`src/sv/acld_pkg.sv`:
```
`default_nettype none
// ----------------------------------------------------------------------------
// acld_pkg
// Types and constants shared by the ASCII command line decoder modules.
// ----------------------------------------------------------------------------
package acld_pkg;

    typedef logic [7:0] t_byte;

    // Input item: one message byte and its end flag.
    typedef struct packed {
        logic [7:0] char_byte;
        logic       end_of_message;
    } t_in_item;

    // Result item: one per message.
    typedef struct packed {
        logic [2:0]  command_code;
        logic [31:0] frequency_hz;
        logic [31:0] duration_value;
        logic        length_ok;
        logic        wrapped;
    } t_out_item;

    typedef enum logic [2:0] {
        CMD_NONE    = 3'd0,
        CMD_SEND    = 3'd1,
        CMD_RECEIVE = 3'd2,
        CMD_STOP    = 3'd3,
        CMD_QUERY   = 3'd4
    } t_cmd;

    typedef enum logic [1:0] {
        SCALE_ONE  = 2'd0,
        SCALE_KILO = 2'd1,
        SCALE_MEGA = 2'd2
    } t_scale;

    // Parsed message handed from the parser to the scaler.
    typedef struct packed {
        t_cmd        command;
        logic [31:0] freq_raw;
        t_scale      scale;
        logic [31:0] duration;
        logic        length_ok;
        logic        wrapped;
    } t_mid_item;

    localparam int unsigned MAX_LEN_DEF = 128;
    localparam logic [7:0]  MIN_LEN     = 8'd5;

    localparam int unsigned NUM_KW = 4;
    localparam int unsigned KW_MAX = 8;

    localparam t_byte KW_TEXT [NUM_KW][KW_MAX] = '{
        '{"s", "e", "n", "d", 8'h00, 8'h00, 8'h00, 8'h00},
        '{"r", "e", "c", "e", "i", "v", "e", 8'h00},
        '{"s", "t", "o", "p", 8'h00, 8'h00, 8'h00, 8'h00},
        '{"q", "u", "e", "r", "y", 8'h00, 8'h00, 8'h00}
    };
    localparam logic [3:0] KW_LEN [NUM_KW] = '{4'd4, 4'd7, 4'd4, 4'd5};
    localparam t_cmd KW_CMD [NUM_KW] = '{CMD_SEND, CMD_RECEIVE, CMD_STOP, CMD_QUERY};

    localparam logic [19:0] SCALE_KILO_VAL = 20'd1000;
    localparam logic [19:0] SCALE_MEGA_VAL = 20'd1000000;

endpackage : acld_pkg
`default_nettype wire

```
`src/sv/acld_parser.sv`:
```
`default_nettype none
// ----------------------------------------------------------------------------
// acld_parser
// Per-byte tokenizer and decoder state; registers the parsed message.
// ----------------------------------------------------------------------------
module acld_parser
    import acld_pkg::*;
#(
    parameter int unsigned MAX_LEN = MAX_LEN_DEF
) (
    input  wire logic      i_clk,
    input  wire logic      i_rst_n,
    input  wire logic      i_in_valid,
    output logic           o_in_ready,
    input  wire t_in_item  i_in_item,
    output logic           o_mid_valid,
    input  wire logic      i_mid_ready,
    output t_mid_item      o_mid_item
);

    localparam t_byte CHAR_NUL  = 8'h00;
    localparam t_byte CHAR_US   = "_";
    localparam t_byte CHAR_ZERO = "0";
    localparam t_byte CHAR_NINE = "9";
    localparam t_byte CHAR_H    = "h";
    localparam t_byte CHAR_K    = "k";
    localparam t_byte CHAR_M    = "m";
    localparam t_byte CHAR_Z    = "z";

    typedef struct packed {
        logic [1:0]  seg;
        logic        in_tok;
        logic [3:0]  tpos;
        logic [3:0]  cand;
        logic [31:0] acc;
        logic [15:0] prev;
        logic [2:0]  unit;
        t_cmd        cmd;
        logic [31:0] freq_raw;
        t_scale      scale;
        logic [31:0] dur;
        logic        ovf;
    } t_pstate;

    localparam t_pstate P_RESET = '{
        seg: 2'd0, in_tok: 1'b0, tpos: 4'd0, cand: 4'hF, acc: 32'd0,
        prev: 16'd0, unit: 3'd0, cmd: CMD_NONE, freq_raw: 32'd1,
        scale: SCALE_ONE, dur: 32'd1, ovf: 1'b0
    };

    function automatic t_pstate finish_token(input t_pstate s);
        t_pstate r;
        r = s;
        if (s.in_tok) begin
            case (s.seg)
                2'd0: begin
                    r.cmd = CMD_NONE;
                    // descending so the first matching keyword wins
                    for (int k = NUM_KW - 1; k >= 0; k--) begin
                        if (s.cand[k] && s.tpos == KW_LEN[k]) begin
                            r.cmd = KW_CMD[k];
                        end
                    end
                end
                2'd1: begin
                    r.freq_raw = s.acc;
                    r.scale    = s.unit[2] ? SCALE_MEGA :
                                 s.unit[1] ? SCALE_KILO : SCALE_ONE;
                end
                2'd2: begin
                    r.dur = s.acc;
                end
                default: begin
                end
            endcase
            if (s.seg != 2'd3) begin
                r.seg = s.seg + 2'd1;
            end
            r.in_tok = 1'b0;
        end
        return r;
    endfunction

    function automatic t_pstate add_byte(input t_pstate s, input t_byte c);
        t_pstate     r;
        logic [35:0] v;
        r = s;
        if (!s.in_tok) begin
            r.in_tok = 1'b1;
            r.tpos   = 4'd0;
            r.cand   = 4'hF;
            r.acc    = 32'd0;
            r.prev   = 16'd0;
            r.unit   = 3'd0;
        end
        if (r.seg == 2'd0) begin
            for (int k = 0; k < NUM_KW; k++) begin
                if (r.tpos >= KW_LEN[k] || KW_TEXT[k][r.tpos[2:0]] != c) begin
                    r.cand[k] = 1'b0;
                end
            end
        end else if (r.seg != 2'd3) begin
            if (c inside {[CHAR_ZERO:CHAR_NINE]}) begin
                // acc * 10 + digit as shift-add
                v = {1'b0, r.acc, 3'b000} + {3'b000, r.acc, 1'b0}
                  + 36'(4'(c - CHAR_ZERO));
                if (|v[35:32]) begin
                    r.ovf = 1'b1;
                end
                r.acc = v[31:0];
            end
            if (c == CHAR_Z && r.prev[7:0] == CHAR_H) begin
                r.unit[0] = 1'b1;
                if (r.prev[15:8] == CHAR_K) begin
                    r.unit[1] = 1'b1;
                end
                if (r.prev[15:8] == CHAR_M) begin
                    r.unit[2] = 1'b1;
                end
            end
        end
        r.prev = {r.prev[7:0], c};
        if (r.tpos != 4'd15) begin
            r.tpos = r.tpos + 4'd1;
        end
        return r;
    endfunction

    t_pstate    r_st,    n_st;
    logic       r_nul,   n_nul;
    logic [7:0] r_count, n_count;
    logic       r_mid_valid, n_mid_valid;
    t_mid_item  r_mid_item,  n_mid_item;

    logic mid_free;
    logic take;

    assign mid_free    = !r_mid_valid || i_mid_ready;
    assign o_in_ready  = !i_in_item.end_of_message || mid_free;
    assign take        = i_in_valid && o_in_ready;
    assign o_mid_valid = r_mid_valid;
    assign o_mid_item  = r_mid_item;

    always_comb begin
        t_pstate    s;
        logic [7:0] cnt;
        logic       len_ok;
        s       = r_st;
        n_nul   = r_nul;
        cnt     = (r_count == 8'hFF) ? r_count : r_count + 8'd1;
        if (!r_nul) begin
            if (i_in_item.char_byte == CHAR_NUL) begin
                n_nul = 1'b1;
                s     = finish_token(s);
            end else if (i_in_item.char_byte == CHAR_US) begin
                s = finish_token(s);
            end else begin
                s = add_byte(s, i_in_item.char_byte);
            end
        end
        if (i_in_item.end_of_message) begin
            s = finish_token(s);
        end
        len_ok = (cnt >= MIN_LEN) && (cnt < 8'(MAX_LEN));

        if (len_ok) begin
            n_mid_item = '{command: s.cmd, freq_raw: s.freq_raw, scale: s.scale,
                           duration: s.dur, length_ok: 1'b1, wrapped: s.ovf};
        end else begin
            n_mid_item = '{command: CMD_NONE, freq_raw: 32'd1, scale: SCALE_ONE,
                           duration: 32'd1, length_ok: 1'b0, wrapped: 1'b0};
        end

        // a message ends: start the next one from reset
        if (i_in_item.end_of_message) begin
            n_st    = P_RESET;
            n_nul   = 1'b0;
            n_count = 8'd0;
        end else begin
            n_st    = s;
            n_count = cnt;
        end

        if (mid_free) begin
            n_mid_valid = take && i_in_item.end_of_message;
        end else begin
            n_mid_valid = r_mid_valid;
        end
    end

    always_ff @(posedge i_clk) begin
        if (!i_rst_n) begin
            r_st        <= P_RESET;
            r_nul       <= 1'b0;
            r_count     <= 8'd0;
            r_mid_valid <= 1'b0;
        end else begin
            if (take) begin
                r_st    <= n_st;
                r_nul   <= n_nul;
                r_count <= n_count;
            end
            r_mid_valid <= n_mid_valid;
        end
    end

    always_ff @(posedge i_clk) begin
        if (mid_free && take) begin
            r_mid_item <= n_mid_item;
        end
    end

endmodule : acld_parser
`default_nettype wire

```
`src/sv/acld_scaler.sv`:
```
`default_nettype none
// ----------------------------------------------------------------------------
// acld_scaler
// Applies the kHz/MHz scale to the frequency and registers the result item.
// ----------------------------------------------------------------------------
module acld_scaler
    import acld_pkg::*;
(
    input  wire logic       i_clk,
    input  wire logic       i_rst_n,
    input  wire logic       i_mid_valid,
    output logic            o_mid_ready,
    input  wire t_mid_item  i_mid_item,
    output logic            o_out_valid,
    input  wire logic       i_out_ready,
    output t_out_item       o_out_item
);

    logic        r_out_valid;
    t_out_item   r_out_item;
    t_out_item   n_out_item;
    logic [19:0] scale_val;
    logic [51:0] prod;

    assign o_mid_ready = !r_out_valid || i_out_ready;
    assign o_out_valid = r_out_valid;
    assign o_out_item  = r_out_item;

    always_comb begin
        case (i_mid_item.scale)
            SCALE_KILO: scale_val = SCALE_KILO_VAL;
            SCALE_MEGA: scale_val = SCALE_MEGA_VAL;
            default:    scale_val = 20'd1;
        endcase
        prod = i_mid_item.freq_raw * scale_val;
        n_out_item = '{
            command_code:   3'(i_mid_item.command),
            frequency_hz:   prod[31:0],
            duration_value: i_mid_item.duration,
            length_ok:      i_mid_item.length_ok,
            wrapped:        i_mid_item.wrapped || (|prod[51:32])
        };
    end

    always_ff @(posedge i_clk) begin
        if (!i_rst_n) begin
            r_out_valid <= 1'b0;
        end else if (o_mid_ready) begin
            r_out_valid <= i_mid_valid;
        end
    end

    always_ff @(posedge i_clk) begin
        if (o_mid_ready && i_mid_valid) begin
            r_out_item <= n_out_item;
        end
    end

endmodule : acld_scaler
`default_nettype wire

```
`src/sv/ascii_command_line_decoder_unit.sv`:
```
`default_nettype none
// ----------------------------------------------------------------------------
// ascii_command_line_decoder_unit
// Decodes an underscore-separated ASCII command line into command, frequency
// and duration.
// ----------------------------------------------------------------------------
// The unit takes one message byte per item, with end_of_message marking the
// final byte, and gives one result item per message. A new byte is accepted
// every clock cycle; the only stall is on a final byte while a previous
// result is still held in the pipe. A final byte passes to its result through
// an input register, the parser stage (token split, keyword match, shift-add
// digit accumulation, unit detection) and the scaler stage (one 32x20
// constant multiply for kHz/MHz). Tokens are split at underscores,
// empty tokens are skipped, and a NUL ends parsing while later bytes still
// count toward the length. Messages shorter than 5 bytes or of MAX_LEN bytes
// or more give command 0, frequency 1, duration 1 and length_ok 0.
// Arithmetic wraps modulo 2^32 and raises wrapped.
module ascii_command_line_decoder_unit
    import acld_pkg::*;
#(
    parameter int unsigned MAX_LEN = MAX_LEN_DEF
) (
    input  wire logic      i_clk,
    input  wire logic      i_rst_n,
    input  wire logic      i_in_valid,
    output logic           o_in_ready,
    input  wire t_in_item  i_in_item,
    output logic           o_out_valid,
    input  wire logic      i_out_ready,
    output t_out_item      o_out_item
);

    logic      r_in_valid;
    t_in_item  r_in_item;
    logic      parse_ready;
    logic      mid_valid;
    logic      mid_ready;
    t_mid_item mid_item;

    // Input register: refill whenever the held item moves on.
    assign o_in_ready = !r_in_valid || parse_ready;

    always_ff @(posedge i_clk) begin
        if (!i_rst_n) begin
            r_in_valid <= 1'b0;
        end else if (o_in_ready) begin
            r_in_valid <= i_in_valid;
        end
    end

    always_ff @(posedge i_clk) begin
        if (o_in_ready && i_in_valid) begin
            r_in_item <= i_in_item;
        end
    end

    // Parser: advance tokenizer state on every byte, emit on the last one.
    acld_parser #(
        .MAX_LEN (MAX_LEN)
    ) u_parser (
        .i_clk       (i_clk),
        .i_rst_n     (i_rst_n),
        .i_in_valid  (r_in_valid),
        .o_in_ready  (parse_ready),
        .i_in_item   (r_in_item),
        .o_mid_valid (mid_valid),
        .i_mid_ready (mid_ready),
        .o_mid_item  (mid_item)
    );

    // Scaler: apply the unit multiplier and hold the result item.
    acld_scaler u_scaler (
        .i_clk       (i_clk),
        .i_rst_n     (i_rst_n),
        .i_mid_valid (mid_valid),
        .o_mid_ready (mid_ready),
        .i_mid_item  (mid_item),
        .o_out_valid (o_out_valid),
        .i_out_ready (i_out_ready),
        .o_out_item  (o_out_item)
    );

endmodule : ascii_command_line_decoder_unit
`default_nettype wire
```
`config.mk`:
```
export PLATFORM = sky130hd
export DESIGN_NAME = ascii_command_line_decoder_unit
export DESIGN_NICKNAME = d
export VERILOG_FILES = /design/src/sv/acld_pkg.sv /design/src/sv/acld_parser.sv /design/src/sv/acld_scaler.sv /design/src/sv/ascii_command_line_decoder_unit.sv
export SDC_FILE = /design/constraint.sdc
export NUM_CORES = 2
export LEC_CHECK = 0
export BUFFER_PORTS_ARGS = -buffer_cell sky130_fd_sc_hd__buf_2
export CORE_MARGIN = 3
export CORE_UTILIZATION = 57
export DETAILED_ROUTE_END_ITERATION = 12
export PLACE_DENSITY = 0.82
export SLEW_MARGIN = 10
export SYNTH_ARGS = -nofsm -noshare
export SYNTH_HDL_FRONTEND = slang
export SYNTH_SLANG_ARGS = --single-unit
```
`constraint.sdc`:
```
create_clock -name i_clk -period 20.4 [get_ports i_clk]
set_input_delay 0 -clock i_clk [delete_from_list [all_inputs] [get_ports i_clk]]
set_output_delay 0 -clock i_clk [all_outputs]
set_load 0.02 [all_outputs]
```
==> results.json <==
{
  "synth-edff-count": 149,
  "r2r_cells": 22,
  "critPathMaxStageDelay_ps": 750,
  "drive_gt1_frac": 0.0653,
  "setup_tns_ps": 0,
  "area_delta_synth_final_pct": 7.32,
  "syn_avg_cell_area_um2": 9.49,
  "avgViaCountPerCell": 5.96,
  "synthAdderAreaFrac": 0.348,
  "crit_type": "register to register",
  "status": "finished clean",
  "diodes": 0,
  "yosysUniqueCellTypes": 86,
  "start_kind": "register",
  "synth_area_leaders": "fa_1 19%, edfxtp_1 16%, ha_1 15%",
  "synth_warnings": 0,
  "synth_mux_area_frac": 0.0157,
  "min_path_type": "primary input to register",
  "path_buf_inv": 3,
  "wire_per_inst_um": 19.4,
  "worstSkewPairLatency_ps": 550,
  "post-route-worst-setup-slack_ps": 12390,
  "fin_util": 0.623,
  "slew_violations": 0,
  "rows": 81,
  "tritoncts": "done",
  "grt_util_all_layers": 0.271,
  "synthFlopType": "edfxtp_1",
  "hold_buffers": 12,
  "grt_antenna_before_repair": 1,
  "relSlewSlack": 0.202,
  "max_freq_mhz": 125,
  "cp.depth": 22,
  "clock_skew_ps": 25.6,
  "filler_cell_count": 3941,
  "grt_overflow": 0,
  "setup_viol": 0,
  "synth_compound_area_frac": 0.136,
  "placed_cells": 3623,
  "place.detailed.hpwl_mm": 55.3,
  "final_cell_mix": "368 x inv_1, 352 x ha_1, 275 x fa_1",
  "drc_errors": 0,
  "first_pass_iters": 6,
  "synth_top_area_share": 0.193,
  "fin_cells": 3697,
  "worst_setup_path_end_kind": "register",
  "coreArea_um2": 49200,
  "whs_path_depth": 2,
  "ys_seq_area_frac": 0.257,
  "slowest_stage": "ha_1",
  "wirelength_mm": 71.9,
  "cts.clk_slew.worst_paths_ps": 60,
  "nets": 3647,
  "multi_input_area_um2": 19200,
  "post_cts_buffers": 0,
  "async_reset_ff_frac": 0,
  "numCtsBuffers": 34,
  "layout_min_cycle_time_ps": 8010,
  "synth_simple_gate_area_share": 0.144,
  "drt_iter0_drc": 2294,
  "synth_top_cell_by_area": "fa_1",
  "syn_inst": 3006,
  "period_share": 0.393,
  "netlist_area_um2": 28500,
  "routed-via-count": 22000,
  "gp_congestion": 0.954,
  "die_area_um2": 52700,
  "grt_start_max_net_pins": 94,
  "dieHeight_um": 230,
  "start_util": 0.580,
  "rsz0062_at_grt": "false",
  "power_w": 0.00250,
  "numClockSinks": 292,
  "clockBufferDepth": 3,
  "leakage_nw": 14.3,
  "syn-num-nets": 3646,
  "crit_fanout": 32,
  "hold_viol_final": 0,
  "cts.htree.levels": 2,
  "ys_ff_latch": 292,
  "ios": 84,
  "cpLargestDelayFamily": "adder cells",
  "die_x_um": 230,
  "arrival_ps": 8270,
  "crit_chain": "inv_1 > ha_1 > and2_1 > fa_1 > fa_1 > ha_1 > inv_1 > fa_1 > inv_1 > fa_1 > fa_1 > fa_1 > ha_1 > nand2_1 > a2111oi_0 > o21ai_0 > a211oi_1 > o32ai_1 > o41ai_1 > xor2_1 > nor4_1 > nand4_1",
  "tightest_slew_ps": 1190,
  "synth_xor_area_frac": 0.0298,
  "grt_pass1_vias": 22800,
  "maxCapViolCount": 0,
  "cpMostUsedCell": "fa_1",
  "grt_pass1_wl_mm": 117,
  "synth_top_family_by_area": "adder cells",
  "pwr_density_cell_nw_per_um2": 81.7,
  "ir_worst_vdd_mv": 0.0560,
  "io_buffer_count": 83,
  "critPathRequiredTime_ps": 20660,
  "cts_root_buf": "clkbuf_16",
  "ant_nets": 0,
  "register_area_um2": 7340,
  "post_cts_resized": 0,
  "pre_cts_slack_ps": 12460,
  "layout_commonest_cell": "inv_1"
}
worst paths after layout:
kind / from / end / slack (ps)
max: u_parser.o_mid_item[35]$_SDFFCE_PN0P_ / u_scaler.o_out_item[0]$_DFFE_PP_ / 12390
min: i_in_item[4] / r_in_item[4]$_DFFE_PP_ / 160
max reg2reg: u_parser.o_mid_item[35]$_SDFFCE_PN0P_ / u_scaler.o_out_item[0]$_DFFE_PP_ / 12390
min reg2reg: u_parser.o_mid_item[25]$_SDFFCE_PN0P_ / u_scaler.o_out_item[25]$_DFFE_PP_ / 420
cell usage after synthesis (20+ instances only):
cell type and instances:
a211oi_1 41, a21o_1 33, a21oi_1 132, a22oi_1 113, a311oi_1 21, and2_1 121, and3_1 30, buf_2 23
clkbuf_1 125, dfxtp_1 143, edfxtp_1 149, fa_1 275, ha_1 352, inv_1 368, mux2i_1 30, nand2_1 245
nand2b_1 20, nand3_1 28, nand4_1 22, nor2_1 261, nor2b_1 41, nor3_1 21, o21ai_0 93, xnor2_1 42
xor2_1 55
state kept, by name, summed over array words and instances (netlist names), 8 cells and up:
register / cells
r_in_item: 9
u_scaler.o_out_item: 69
u_parser.r_st: 131
u_parser.r_count: 8
u_parser.o_mid_item: 71
where the power goes:
part	switching (W)	total [W]	internal [W]	leakage, nW
clock	0.000251	0.000604	0.000353	0.544
combinational	0.000751	0.00121	0.000460	11.2
sequential	0.0000158	0.000685	0.000669	2.55
final cells by class:
cell class	count	area share
Multi-Input combinational cell	2192	0.629
Sequential cell	292	0.240
Inverter	372	0.0457
Clock buffer	50	0.0321
Tap cell	664	0.0271
Timing Repair Buffer	115	0.0224
Clock inverter	12	0.00388
routing by layer:
metal	global-route usage	wire, µm
met5	0	0
met4	0.0978	2250
met3	0.0435	4790
met2	0.472	35400
met1	0.344	29400
cell families after synthesis:
logic type | Yosys count
XOR/XNOR | 97
adder cells (fa/ha/maj) | 627
AND/OR/NAND/NOR | 851
AO/OA/AOI/OAI | 574
multiplexers | 43
buffers and inverters | 522
flip-flops | 292
worst register-to-register path, stage by stage, from the launching register on:
cell,delay (ps)
edfxtp_1,390
inv_1,80
ha_1,750
and2_1,380
fa_1,490
fa_1,490
ha_1,290
inv_1,50
fa_1,520
inv_1,50
fa_1,450
fa_1,520
fa_1,430
ha_1,440
nand2_1,120
a2111oi_0,360
o21ai_0,360
a211oi_1,400
o32ai_1,180
o41ai_1,430
xor2_1,110
nor4_1,300
nand4_1,130
through the flow:
stage                     hold slack (ps)  cell area (µm²)
after global placement                176            29400
after detailed placement              178            29400
after CTS                             131            30600
after global routing                  147            30600
after floorplan                      98.9            28500
final                                 157            30600
(Power assumes the default switching activity.)
